<file path="src/rtl/cpsmr_pkg.sv">
// Shared types and constants for the cut-plane smooth-min radius block.
// Used by the controller, the datapath, the divider and the top level.
package cpsmr_pkg;

  // Input item kinds
  localparam logic OP_WRITE = 1'b0;
  localparam logic OP_QUERY = 1'b1;

  // Register indexes on the configuration channel
  localparam logic [1:0] REG_BASE_RADIUS   = 2'd0;
  localparam logic [1:0] REG_EDGE_ROUNDING = 2'd1;
  localparam logic [1:0] REG_PLANE_COUNT   = 2'd2;

  // Field widths
  localparam int VEC_W   = 16;
  localparam int DIST_W  = 25;
  localparam int LEN_W   = 24;
  localparam int CNT_W   = 5;
  localparam int ACC_W   = 34;
  localparam int RAD_W   = 42;

  // Shared divider geometry
  localparam int DIV_NUM_W = 53;
  localparam int DIV_DEN_W = 32;
  localparam int DIV_CNT_W = 6;

  // Facing threshold in Q.28 (largest value not above 1e-4)
  localparam logic signed [ACC_W-1:0] FACING_MIN = 34'sd26843;
  // Floor is base radius over 20: multiply by ceil(2^29 / 20), keep bits from 29 up.
  // Exact for every 24-bit radius.
  localparam int                      FLOOR_RECIP_W = 25;
  localparam logic [FLOOR_RECIP_W-1:0] FLOOR_RECIP  = 25'd26843546;
  localparam int                      FLOOR_SHIFT   = 29;

  typedef enum logic [1:0] {
    DIV_HIT   = 2'd1,
    DIV_SQ    = 2'd2
  } div_sel_t;

  typedef enum logic [1:0] {
    MAC_X = 2'd0,
    MAC_Y = 2'd1,
    MAC_Z = 2'd2
  } mac_sel_t;

  typedef struct packed {
    logic     wr_plane;
    logic     load_query;
    logic     div_start;
    div_sel_t div_sel;
    logic     clr_acc;
    logic     mac_en;
    mac_sel_t mac_sel;
    logic     ld_hit;
    logic     ld_lo_e;
    logic     take_lo;
    logic     ld_sq;
    logic     take_sub;
    logic     inc_idx;
    logic     ld_out;
  } cmd_t;

  typedef struct packed {
    logic planes_left;
    logic facing_ok;
    logic plain_min;
    logic div_done;
  } status_t;

endpackage

</file>
<file path="src/rtl/cpsmr_ctrl.sv">
// Controller: sequences the plane walk, dot products and divisions.
// Depends on cpsmr_pkg; drives cpsmr_datapath through cmd_t/status_t.
module cpsmr_ctrl (
  input  logic                clk,
  input  logic                rst,
  input  logic                start,
  input  logic                opcode,
  input  cpsmr_pkg::status_t  status,
  output cpsmr_pkg::cmd_t     cmd,
  output logic                busy,
  output logic                done
);

  typedef enum logic [13:0] {
    ST_IDLE     = 14'b00000000000001,
    ST_SQ_GO    = 14'b00000000000010,
    ST_NEXT     = 14'b00000000000100,
    ST_FETCH    = 14'b00000000001000,
    ST_MAC_X    = 14'b00000000010000,
    ST_MAC_Y    = 14'b00000000100000,
    ST_MAC_Z    = 14'b00000001000000,
    ST_TEST     = 14'b00000010000000,
    ST_HIT_WAIT = 14'b00000100000000,
    ST_SMIN     = 14'b00001000000000,
    ST_SQ       = 14'b00010000000000,
    ST_SQ_WAIT  = 14'b00100000000000,
    ST_FINISH   = 14'b01000000000000,
    ST_DONE     = 14'b10000000000000
  } state_t;

  state_t state, state_next;

  always_ff @(posedge clk) begin
    if (rst) state <= ST_IDLE;
    else     state <= state_next;
  end

  // Next state and commands
  always_comb begin
    state_next  = state;
    cmd         = '0;
    cmd.div_sel = cpsmr_pkg::DIV_HIT;
    cmd.mac_sel = cpsmr_pkg::MAC_X;
    case (state)
      ST_IDLE: begin
        if (start) begin
          if (opcode == cpsmr_pkg::OP_WRITE) begin
            cmd.wr_plane = 1'b1;
          end else begin
            cmd.load_query = 1'b1;
            state_next     = ST_NEXT;
          end
        end
      end
      ST_NEXT: begin
        if (status.planes_left) state_next = ST_FETCH;
        else                    state_next = ST_FINISH;
      end
      ST_FETCH: begin
        cmd.clr_acc = 1'b1;
        state_next  = ST_MAC_X;
      end
      ST_MAC_X: begin
        cmd.mac_en  = 1'b1;
        cmd.mac_sel = cpsmr_pkg::MAC_X;
        state_next  = ST_MAC_Y;
      end
      ST_MAC_Y: begin
        cmd.mac_en  = 1'b1;
        cmd.mac_sel = cpsmr_pkg::MAC_Y;
        state_next  = ST_MAC_Z;
      end
      ST_MAC_Z: begin
        cmd.mac_en  = 1'b1;
        cmd.mac_sel = cpsmr_pkg::MAC_Z;
        state_next  = ST_TEST;
      end
      ST_TEST: begin
        if (status.facing_ok) begin
          cmd.div_start = 1'b1;
          cmd.div_sel   = cpsmr_pkg::DIV_HIT;
          state_next    = ST_HIT_WAIT;
        end else begin
          cmd.inc_idx = 1'b1;
          state_next  = ST_NEXT;
        end
      end
      ST_HIT_WAIT: begin
        cmd.div_sel = cpsmr_pkg::DIV_HIT;
        if (status.div_done) begin
          cmd.ld_hit = 1'b1;
          state_next = ST_SMIN;
        end
      end
      ST_SMIN: begin
        cmd.ld_lo_e = 1'b1;
        if (status.plain_min) begin
          cmd.take_lo = 1'b1;
          cmd.inc_idx = 1'b1;
          state_next  = ST_NEXT;
        end else begin
          state_next  = ST_SQ;
        end
      end
      ST_SQ: begin
        cmd.ld_sq  = 1'b1;
        state_next = ST_SQ_GO;
      end
      ST_SQ_GO: begin
        // Squared term is in place: start the rounding division
        cmd.div_start = 1'b1;
        cmd.div_sel   = cpsmr_pkg::DIV_SQ;
        state_next    = ST_SQ_WAIT;
      end
      ST_SQ_WAIT: begin
        // Wait for the rounding division, then subtract it
        cmd.div_sel = cpsmr_pkg::DIV_SQ;
        if (status.div_done) begin
          cmd.take_sub = 1'b1;
          cmd.inc_idx  = 1'b1;
          state_next   = ST_NEXT;
        end
      end
      ST_FINISH: begin
        cmd.ld_out = 1'b1;
        state_next = ST_DONE;
      end
      ST_DONE: begin
        state_next = ST_IDLE;
      end
      default: begin
        state_next = ST_IDLE;
      end
    endcase
  end

  assign busy = (state != ST_IDLE);
  assign done = (state == ST_DONE);

`ifndef NO_ASSERTIONS
  // A division finishes only while a wait state is listening for it
  a_div_done_heard: assert property (@(posedge clk) disable iff (rst)
    status.div_done |-> (state == ST_HIT_WAIT || state == ST_SQ_WAIT))
    else $error("divider finished outside a wait state");
  // A plain minimum always advances the walk index
  a_smin_plain: assert property (@(posedge clk) disable iff (rst)
    (state == ST_SMIN && status.plain_min) |-> cmd.inc_idx)
    else $error("plain minimum did not advance the walk");
`endif

endmodule

</file>
<file path="config.mk">
export PLATFORM = sky130hd
export DESIGN_NAME = cpsmr_ctrl
export DESIGN_NICKNAME = d
export VERILOG_FILES = /design/src/rtl/cpsmr_pkg.sv /design/src/rtl/cpsmr_ctrl.sv
export SDC_FILE = /design/constraint.sdc
export NUM_CORES = 1
export LEC_CHECK = 0
export BUFFER_PORTS_ARGS = -buffer_cell sky130_fd_sc_hd__buf_2
export CAP_MARGIN = 20
export CORE_MARGIN = 8
export CORE_UTILIZATION = 45
export CTS_CLUSTER_DIAMETER = 80
export CTS_CLUSTER_SIZE = 10
export DETAILED_ROUTE_END_ITERATION = 12
export HOLD_SLACK_MARGIN = 0.08
export PLACE_DENSITY = 0.71
export RECOVER_POWER = 25
export SYNTH_ARGS = -nofsm -noshare
export SYNTH_HDL_FRONTEND = slang
export SYNTH_SLANG_ARGS = --single-unit
export TNS_END_PERCENT = 1
</file>
<file path="constraint.sdc">
create_clock -name clk -period 2 [get_ports clk]
set_input_delay 0.1 -clock clk [delete_from_list [all_inputs] [get_ports clk]]
set_output_delay 0.1 -clock clk [all_outputs]
set_load 0.01 [all_outputs]
</file>
# Yosys cells after proc, flatten, opt, wreduce, memory -nomap -nowiden
# Cells that the tools add are included.
word_totals:
  regBits: 14
  inputBits: 8
  out_inout_bits: 18
  elab_cells: 49
op_classes:
  eq_ne: 19
  n_mux: 27
  reduce_logical: 2
ops:
  columns: ["op", "n"]
  rows:
  - ["$pmux W14 S13", 1]
  - ["$mux W14", 4]
  - ["$eq A14 B1 Y1 const B", 1]
  - ["$eq A14 B10 Y1 const B", 1]
  - ["$eq A14 B11 Y1 const B", 1]
  - ["$eq A14 B12 Y1 const B", 1]
  - ["$eq A14 B13 Y1 const B", 1]
  - ["$eq A14 B14 Y1 const B", 1]
  - ["$eq A14 B2 Y1 const B", 1]
  - ["$eq A14 B3 Y1 const B", 1]
  - ["$eq A14 B4 Y1 const B", 1]
  - ["$eq A14 B5 Y1 const B", 1]
  - ["$eq A14 B6 Y1 const B", 1]
  - ["$eq A14 B7 Y1 const B", 1]
  - ["$eq A14 B8 Y1 const B", 1]
  - ["$eq A14 B9 Y1 const B", 1]
  - ["$ne A14 B1 Y1 const B", 1]
  - ["$mux W13", 1]
  - ["$mux W11", 1]
  - ["$mux W1", 10]
  - ["$mux W9", 1]
  - ["$pmux W3 S3", 1]
  - ["$mux W2", 4]
  - ["$ne A2 B2 Y1 const B", 4]
  - ["6 further kinds", 6]

# Logic depth before layout (Yosys ltp)
# Gate-level depths: netlist (run 1).
depth:
  ltp_word: 3
  mapped_depth: 7

# Worst setup path before layout (run 1)
# Ideal clock, no wire load.
synth_timing:
  kind: "reg2reg"
  from: "reg state[0]"
  to: "reg state[5]"
  setup_ps: 120
  t_arrival_ps: 1672
  path_slack_ps: 208
  path_stages_with_launch: 8
  n_path_buf: 2
  cell_sequence: "dfxtp_1 buf_6 or4_4 nor4_4 and3_2 or3_1 buf_4 nor4_1"
synth_between:
  elab_chain_cells: 3
  elab_cells_between_ends: 19
synth_lines:
  columns: ["element", "line_no", "rtl"]
  rows:
  - ["start: declaration", "cpsmr_ctrl.sv:31", "state_t state, state_next;"]
  - ["start signal: assignment", "cpsmr_ctrl.sv:35", "else state <= state_next;"]
  - ["$eq A14 B9 Y1 (tied with other cells)", "cpsmr_ctrl.sv:44", "case (state)"]
  - ["$ne A2 B2 Y1 (no source line)", null, null]
  - ["$reduce_and A4 Y1 (no source line)", null, null]
# Parallel ways exist; a longest one is shown, timed or not.
# A chain may end at the register's enable or synchronous reset.

==> results of run 1 <==
[how the worst max path moves through the flow]
stage	from	to	slack [ns]	cells after the start
floorplan	state[0]	state[5]	0.21	7
global placement	state[7]	state[11]	0.19	7
detailed placement	state[2]	state[5]	0.17	5
CTS	state[4]	cmd[10]	-0.01	4
global route	state[5]	cmd[10]	-0.14	4
finish	state[4]	cmd[10]	-0.09	4
[where the power goes]
part           total [mW]  switching [mW]  internal [mW]
sequential          0.307          0.0156          0.292
clock               0.203          0.0926          0.111
combinational       0.252           0.135          0.117
total               0.763           0.243          0.520
[synthesized netlist by cell type, drive strengths merged]
cell,n,area [um2]
and2,1,6.26
o21ai,5,25.0
inv,7,26.3
nor4,6,58.8
and3b,2,17.5
or3,3,18.8
a21o,1,7.51
o41ai,1,8.76
and3,3,20.0
buf,6,38.8
xor2,3,26.3
nand2b,1,6.26
nand4,2,12.5
or4,3,30.0
nor2,11,41.3
a2bb2oi,2,17.5
nand3,5,25.0
nor3,8,40.0
nand2,5,18.8
xnor2,2,17.5
or2,1,6.26
and4b,3,30.0
dfxtp,14,280
and4,3,26.3
nand3b,1,7.51
nor3b,1,7.51
o2111ai,1,8.76
nor2b,4,25.0
a2111oi,1,8.76
nor4b,2,17.5
a21oi,5,25.0
[cells by family after synthesis]
logic type	after synthesis	synth area share, %
flip-flops	14	30.9
XOR/XNOR	5	4.84
AO/OA/AOI/OAI	16	11.2
buffers and inverters	13	7.18
AND/OR/NAND/NOR	65	45.9
[layout make-up]
cell class,instances,area [um2]
Multi-Input combinational cell,86,604
Clock buffer,4,36.3
Fill cell,179,671
Timing Repair Buffer,41,265
Sequential cell,14,285
Tap cell,27,33.8
Inverter,7,26.3
[per-stage QoR]
stage | setup slack (ns) | power [mW] | hold WS [ns]
2_1_floorplan | 0.208 | 0.465 | 0.169
3_3_place_gp | 0.190 | 0.522 | 0.281
3_5_place_dp | 0.166 | 0.527 | 0.282
4_1_cts | -0.0146 | 0.746 | 0.157
5_1_grt | -0.139 | 0.809 | 0.167
6_report | -0.0868 | 0.763 | 0.175
[what timing repair did]
action                                 4_1_cts  5_1_grt
hold buffers                                 3        0
setup endpoints to repair                    6       15
endpoints found under the hold margin        6        0
resized for setup                            7        7
pin swaps                                    6        5
buffers inserted                             2        1
[worst register-to-register path, delay by kind of cell (launching register included)]
family / cells / cell delay, ns
AND/OR/NAND/NOR: 3 / 1.01
flip-flops: 1 / 0.33
AO/OA/AOI/OAI: 2 / 0.30
buffers and inverters: 1 / 0.16
[metal layers]
metal	routed length [um]	share of wire (%)	up-vias
met1	1170	41	458
met2	1320	47	63
met5	0	0	-
li1	-	-	493
met3	289	10	7
met4	44	1.6	0
==> impl_metrics.csv, run 1 <==
group,metric,value,unit
critical_path,cpPeakStageDelay,0.58,ns
floorplanning,dieArea,3700,um2
clocking,cts_max_path_buffers,2,
layout,final_area,1250,um2
clocking,insertion_delay,0.28,ns
power,peakVddDrop,533,uV
timing,hold_viol,0,
placed_design,place_hpwl,2060,um
clocking,clk_pin_slew,0.09,ns
synth,syn_nets,121,
layout,nNetsFinal,161,
global_routing,grt_start_max_net_pins,10,
global_routing,met3_usage,4.03,%
power,leakagePower,0.622,nW
power,power_density,610,nW/um2
global_routing,grt_pass1_wl,4450,um
min_path,hp-class,"in2reg",
detailed_routing,drc,0,
layout,final_util,65.1,%
critical_path,timing.critical_path.buf_inv,1,
synth,synth_seq_cells,14,
clocking,htreeDepth,1,
layout,final_cells,179,
layout,final_common_cell,"buf_2",
floorplanning,core-area,1920,um2
critical_path,ff2ff_path_depth,6,
critical_path,reg2reg_from,"state[4]",
clocking,cts_buffers,3,
global_routing,grt_util_met1,19.0,%
detailed_routing,drt_first_pass_iters,4,
timing,fin_crit,2.09,ns
synth,postSynthAreaPerCell,8.02,um2
floorplanning,fp.dieH,60.9,um
placed_design,place_area,1100,um2
timing,rsz0062_at_grt,"true",
layout,diodes,0,
min_path,worst_hold_path.num_cells,3,
clocking,tritoncts,"done",
floorplanning,num_io_pins,26,
global_routing,grt_pass1_vias,984,
floorplanning,initial_core_util,47.1,%
timing,setup_tns,-0.113,ns
synth,synth-seq-area-share,30.9,%
global_routing,grt_util_all_layers,15.8,%
global_routing,overflow,0,
critical_path,startpoint_type,"flop",
critical_path,critPathSlowestCell,"or4_4",
critical_path,cp-end-kind,"output port",
detailed_routing,antenna_left,0,
critical_path,critPathRequiredTime,1.90,ns
detailed_routing,drt_wl_total,2820,um
timing,final.period_utilization,104,%
layout,drive_gt1_share,39.5,%
clocking,cts_root_buffer,"clkbuf_4",
detailed_routing,vias_per_cell,5.70,
placed_design,dp_cells,169,
timing,timing.fmax,479,MHz
detailed_routing,wl_per_cell,15.8,um
timing,skew,0.00821,ns
critical_path,crit_chain,"or4_4 > nor4_1 > and3b_1 > buf_2",
global_routing,antenna_found_initial,0,
synth,synth_area,906,um2
critical_path,crit_path_max_fanout,3,
flow_run,drv_cap,0,
detailed_routing,dr_total_vias,1021,
floorplanning,num_rows,16,
synth,yosysWarnings,0,
detailed_routing,drt-initial-drc-count,68,
clocking,cts.sinks,14,
placed_design,portBuffers,25,
floorplanning,die_w,60.9,um
layout,areaGrowthSynthToFinish,38.1,%
critical_path,cp.arrival,1.99,ns
timing,setup_viol,3,
layout,largest_registers,"state x14",
global_routing,grtUsageMet2,26.2,%
timing,tightest_slew,0.455,ns
synth,netlist_instances,113,
min_path,hold_end,"state[8]",
placed_design,globalplace.congestion,0.906,
layout,most-common-layout-cells,"25 x buf_2, 12 x buf_4, 10 x nor2_1, 10 x dfxtp_1",
timing,drv_slew,0,
min_path,hp-start,"status[2]",
global_routing,top_usage_layer,"met2",
critical_path,reg2reg_to,"state[11]",
timing,layout_setup_ws,-0.0868,ns
layout,top_register,"state",
status,status,"complete, but fails checks",
status,violations,"negative setup slack",
critical_path,r2r_slack,0.14,ns
critical_path,critPathTopFamily,"simple AND/OR/NAND/NOR gates",
timing,relSlewSlack,69.4,%
layout,largest_reg_flops,14,
critical_path,criticalPathCategory,"reg2out",
synth,netlist-cell-type-count,37,
Power figures use the tool's default switching activity.
==> inputs of run 2 (changes only) <==
--- a/config.mk
+++ b/config.mk
@@ -5,7 +5,7 @@
 export SDC_FILE = /design/constraint.sdc
 export NUM_CORES = 1
 export LEC_CHECK = 0
-export BUFFER_PORTS_ARGS = -buffer_cell sky130_fd_sc_hd__buf_2
+export BUFFER_PORTS_ARGS = -buffer_cell sky130_fd_sc_hd__buf_4
 export CAP_MARGIN = 20
 export CORE_MARGIN = 8
 export CORE_UTILIZATION = 45
==> run 2 against run 1 <==
Compared with the run above:
- the run still ends with negative setup slack left
- largest power group unchanged
- first-iteration DRC count decreased by 25%
- sequential power decreased by 2%
- maximum frequency increased by 2.8%
- critical path depth increased by 1
- via count increased by 1.4%
- clock skew decreased by 0.0044 ns
- register-to-register slack got worse by 0.04 ns
==> impl_metrics.csv, run 2 (synthesis results as in run 1) <==
group,metric,value,unit
critical_path,reg2reg_to,"state[9]",
power,clkPwrFrac,21.0,%
clocking,cts.sinks,14,
critical_path,crit_chain,"or4_4 > buf_12 > nor4_4 > and4_1 > buf_4",
layout,largest_registers,"state x14",
detailed_routing,drt_first_pass_iters,4,
floorplanning,dieArea,3700,um2
critical_path,critPathRequiredTime,1.90,ns
layout,final_cells,184,
layout,final_common_cell,"buf_4",
timing,drv_slew,0,
critical_path,startpoint_type,"flop",
global_routing,overflow,0,
critical_path,reg2reg_from,"state[5]",
layout,final_area,1360,um2
layout,most-common-layout-cells,"41 x buf_4, 10 x nor2_1, 8 x dfxtp_1, 7 x inv_1, 6 x nor3_1",
timing,tightest_slew,0.408,ns
floorplanning,initial_core_util,47.1,%
clocking,htreeDepth,1,
placed_design,place_hpwl,2150,um
clocking,cts_max_path_buffers,2,
floorplanning,num_io_pins,26,
layout,areaGrowthSynthToFinish,49.9,%
clocking,insertion_delay,0.28,ns
placed_design,globalplace.congestion,0.882,
timing,relSlewSlack,72.4,%
layout,nNetsFinal,167,
critical_path,criticalPathCategory,"reg2out",
critical_path,r2r_slack,0.10,ns
layout,final_util,70.6,%
layout,drive_gt1_share,43.3,%
floorplanning,num_rows,16,
detailed_routing,antenna_left,0,
critical_path,cpPeakStageDelay,0.57,ns
floorplanning,core-area,1920,um2
global_routing,antenna_found_initial,0,
power,p_int,0.513,mW
critical_path,crit_path_max_fanout,6,
global_routing,grt_util_all_layers,16.3,%
clocking,clk_pin_slew,0.08,ns
layout,top_register,"state",
power,seqPwrFrac,39.7,%
power,peakVddDrop,464,uV
detailed_routing,drt_wl_total,2940,um
min_path,hp-class,"in2reg",
critical_path,cp-startpoint,"state[5]",
floorplanning,fp.dieH,60.9,um
timing,final.period_utilization,101,%
placed_design,portBuffers,25,
global_routing,grt_pass1_vias,981,
layout,largest_reg_flops,14,
timing,timing.fmax,493,MHz
power,power.total,0.758,mW
critical_path,critPathSlowestCell,"or4_4",
timing,layout_setup_ws,-0.0294,ns
flow_run,drv_cap,0,
detailed_routing,vias_per_cell,5.63,
placed_design,dp_cells,169,
critical_path,cp-end-kind,"output port",
detailed_routing,wl_per_cell,16.0,um
clocking,cts_root_buffer,"clkbuf_4",
status,violations,"negative setup slack",
global_routing,grt_pass1_wl,4580,um
clocking,cts_buffers,3,
timing,rsz0062_at_grt,"true",
power,power_density,558,nW/um2
layout,diodes,0,
min_path,hp-start,"status[2]",
power,switching_share,32.4,%
detailed_routing,drt-initial-drc-count,51,
timing,skew,0.00377,ns
power,pwr-share-comb,39.4,%
placed_design,place_area,1160,um2
power,switching_power,0.246,mW
floorplanning,die_w,60.9,um
timing,setup_viol,1,
clocking,tritoncts,"done",
detailed_routing,dr_total_vias,1035,
detailed_routing,drc,0,
timing,hold_viol,0,
timing,fin_crit,2.03,ns
status,status,"complete, but fails checks",
power,leakagePower,0.647,nW
critical_path,crit_path_end,"cmd[6]",
critical_path,ff2ff_path_depth,7,
critical_path,cp.arrival,1.93,ns
global_routing,grt_start_max_net_pins,10,
run 2: changes by cell type in the layout (fill, tap and decap cells not counted), sizes merged:
| cell | change |
|---|---|
| buf | +5 |
run 2: critical path, delay by kind of cell, from the launching register on:
kind,cells,cell delay (ns)
buffers and inverters,2,0.30
AND/OR/NAND/NOR,3,0.99
flip-flops,1,0.36
run 2: cell type report:
| cell class | count | area [um2] |
|---|---|---|
| fillers | 176 | 564 |
| flip-flops and latches | 14 | 293 |
| repair buffers | 47 | 373 |
| clock buffers | 3 | 22.5 |
| well taps | 27 | 33.8 |
| inverters | 7 | 26.3 |
| multi-input cells | 86 | 609 |
run 2: timing repair:
action,in CTS,in global routing
setup endpoints to repair,7,16
resized for setup,9,11
hold endpoints to repair,7,0
gates cloned,0,0
setup buffers,5,4
hold buffers,3,0
pin swaps,5,8
run 2: how the worst min path moves through the flow:
stage | endpoint | slack (ns) | depth (start not counted)
2_1_floorplan | state[11] | 0.17 | 1
3_3_place_gp | state[12] | 0.27 | 2
3_5_place_dp | state[12] | 0.28 | 2
4_1_cts | state[2] | 0.20 | 3
5_1_grt | state[8] | 0.21 | 3
6_report | state[8] | 0.22 | 3
run 2: through the flow:
| step | setup WS [ns] | setup TNS (ns) | hold slack [ns] |
|---|---|---|---|
| finish | -0.0294 | -0.0294 | 0.220 |
| CTS | -0.00579 | -0.00579 | 0.197 |
| global placement | 0.158 | 0 | 0.273 |
| floorplan | 0.208 | 0 | 0.169 |
| detailed placement | 0.111 | 0 | 0.285 |
| global route | -0.0853 | -0.347 | 0.209 |
run 2: power by group through the flow:
stage / Sequential, mW / Clock (mW) / Combinational (mW)
floorplan: 0.306 / 0 / 0.159
CTS: 0.299 / 0.164 / 0.274
detailed placement: 0.307 / 0 / 0.255
finish: 0.301 / 0.159 / 0.298
global route: 0.301 / 0.178 / 0.326
global placement: 0.306 / 0 / 0.250
run 2: routing by layer:
layer / global-route usage [%] / part of all wire (%)
met2: 25.5 / 47
met1: 21.5 / 43
met3: 3.39 / 8.3
met4: 5.65 / 1.8
met5: 0 / 0
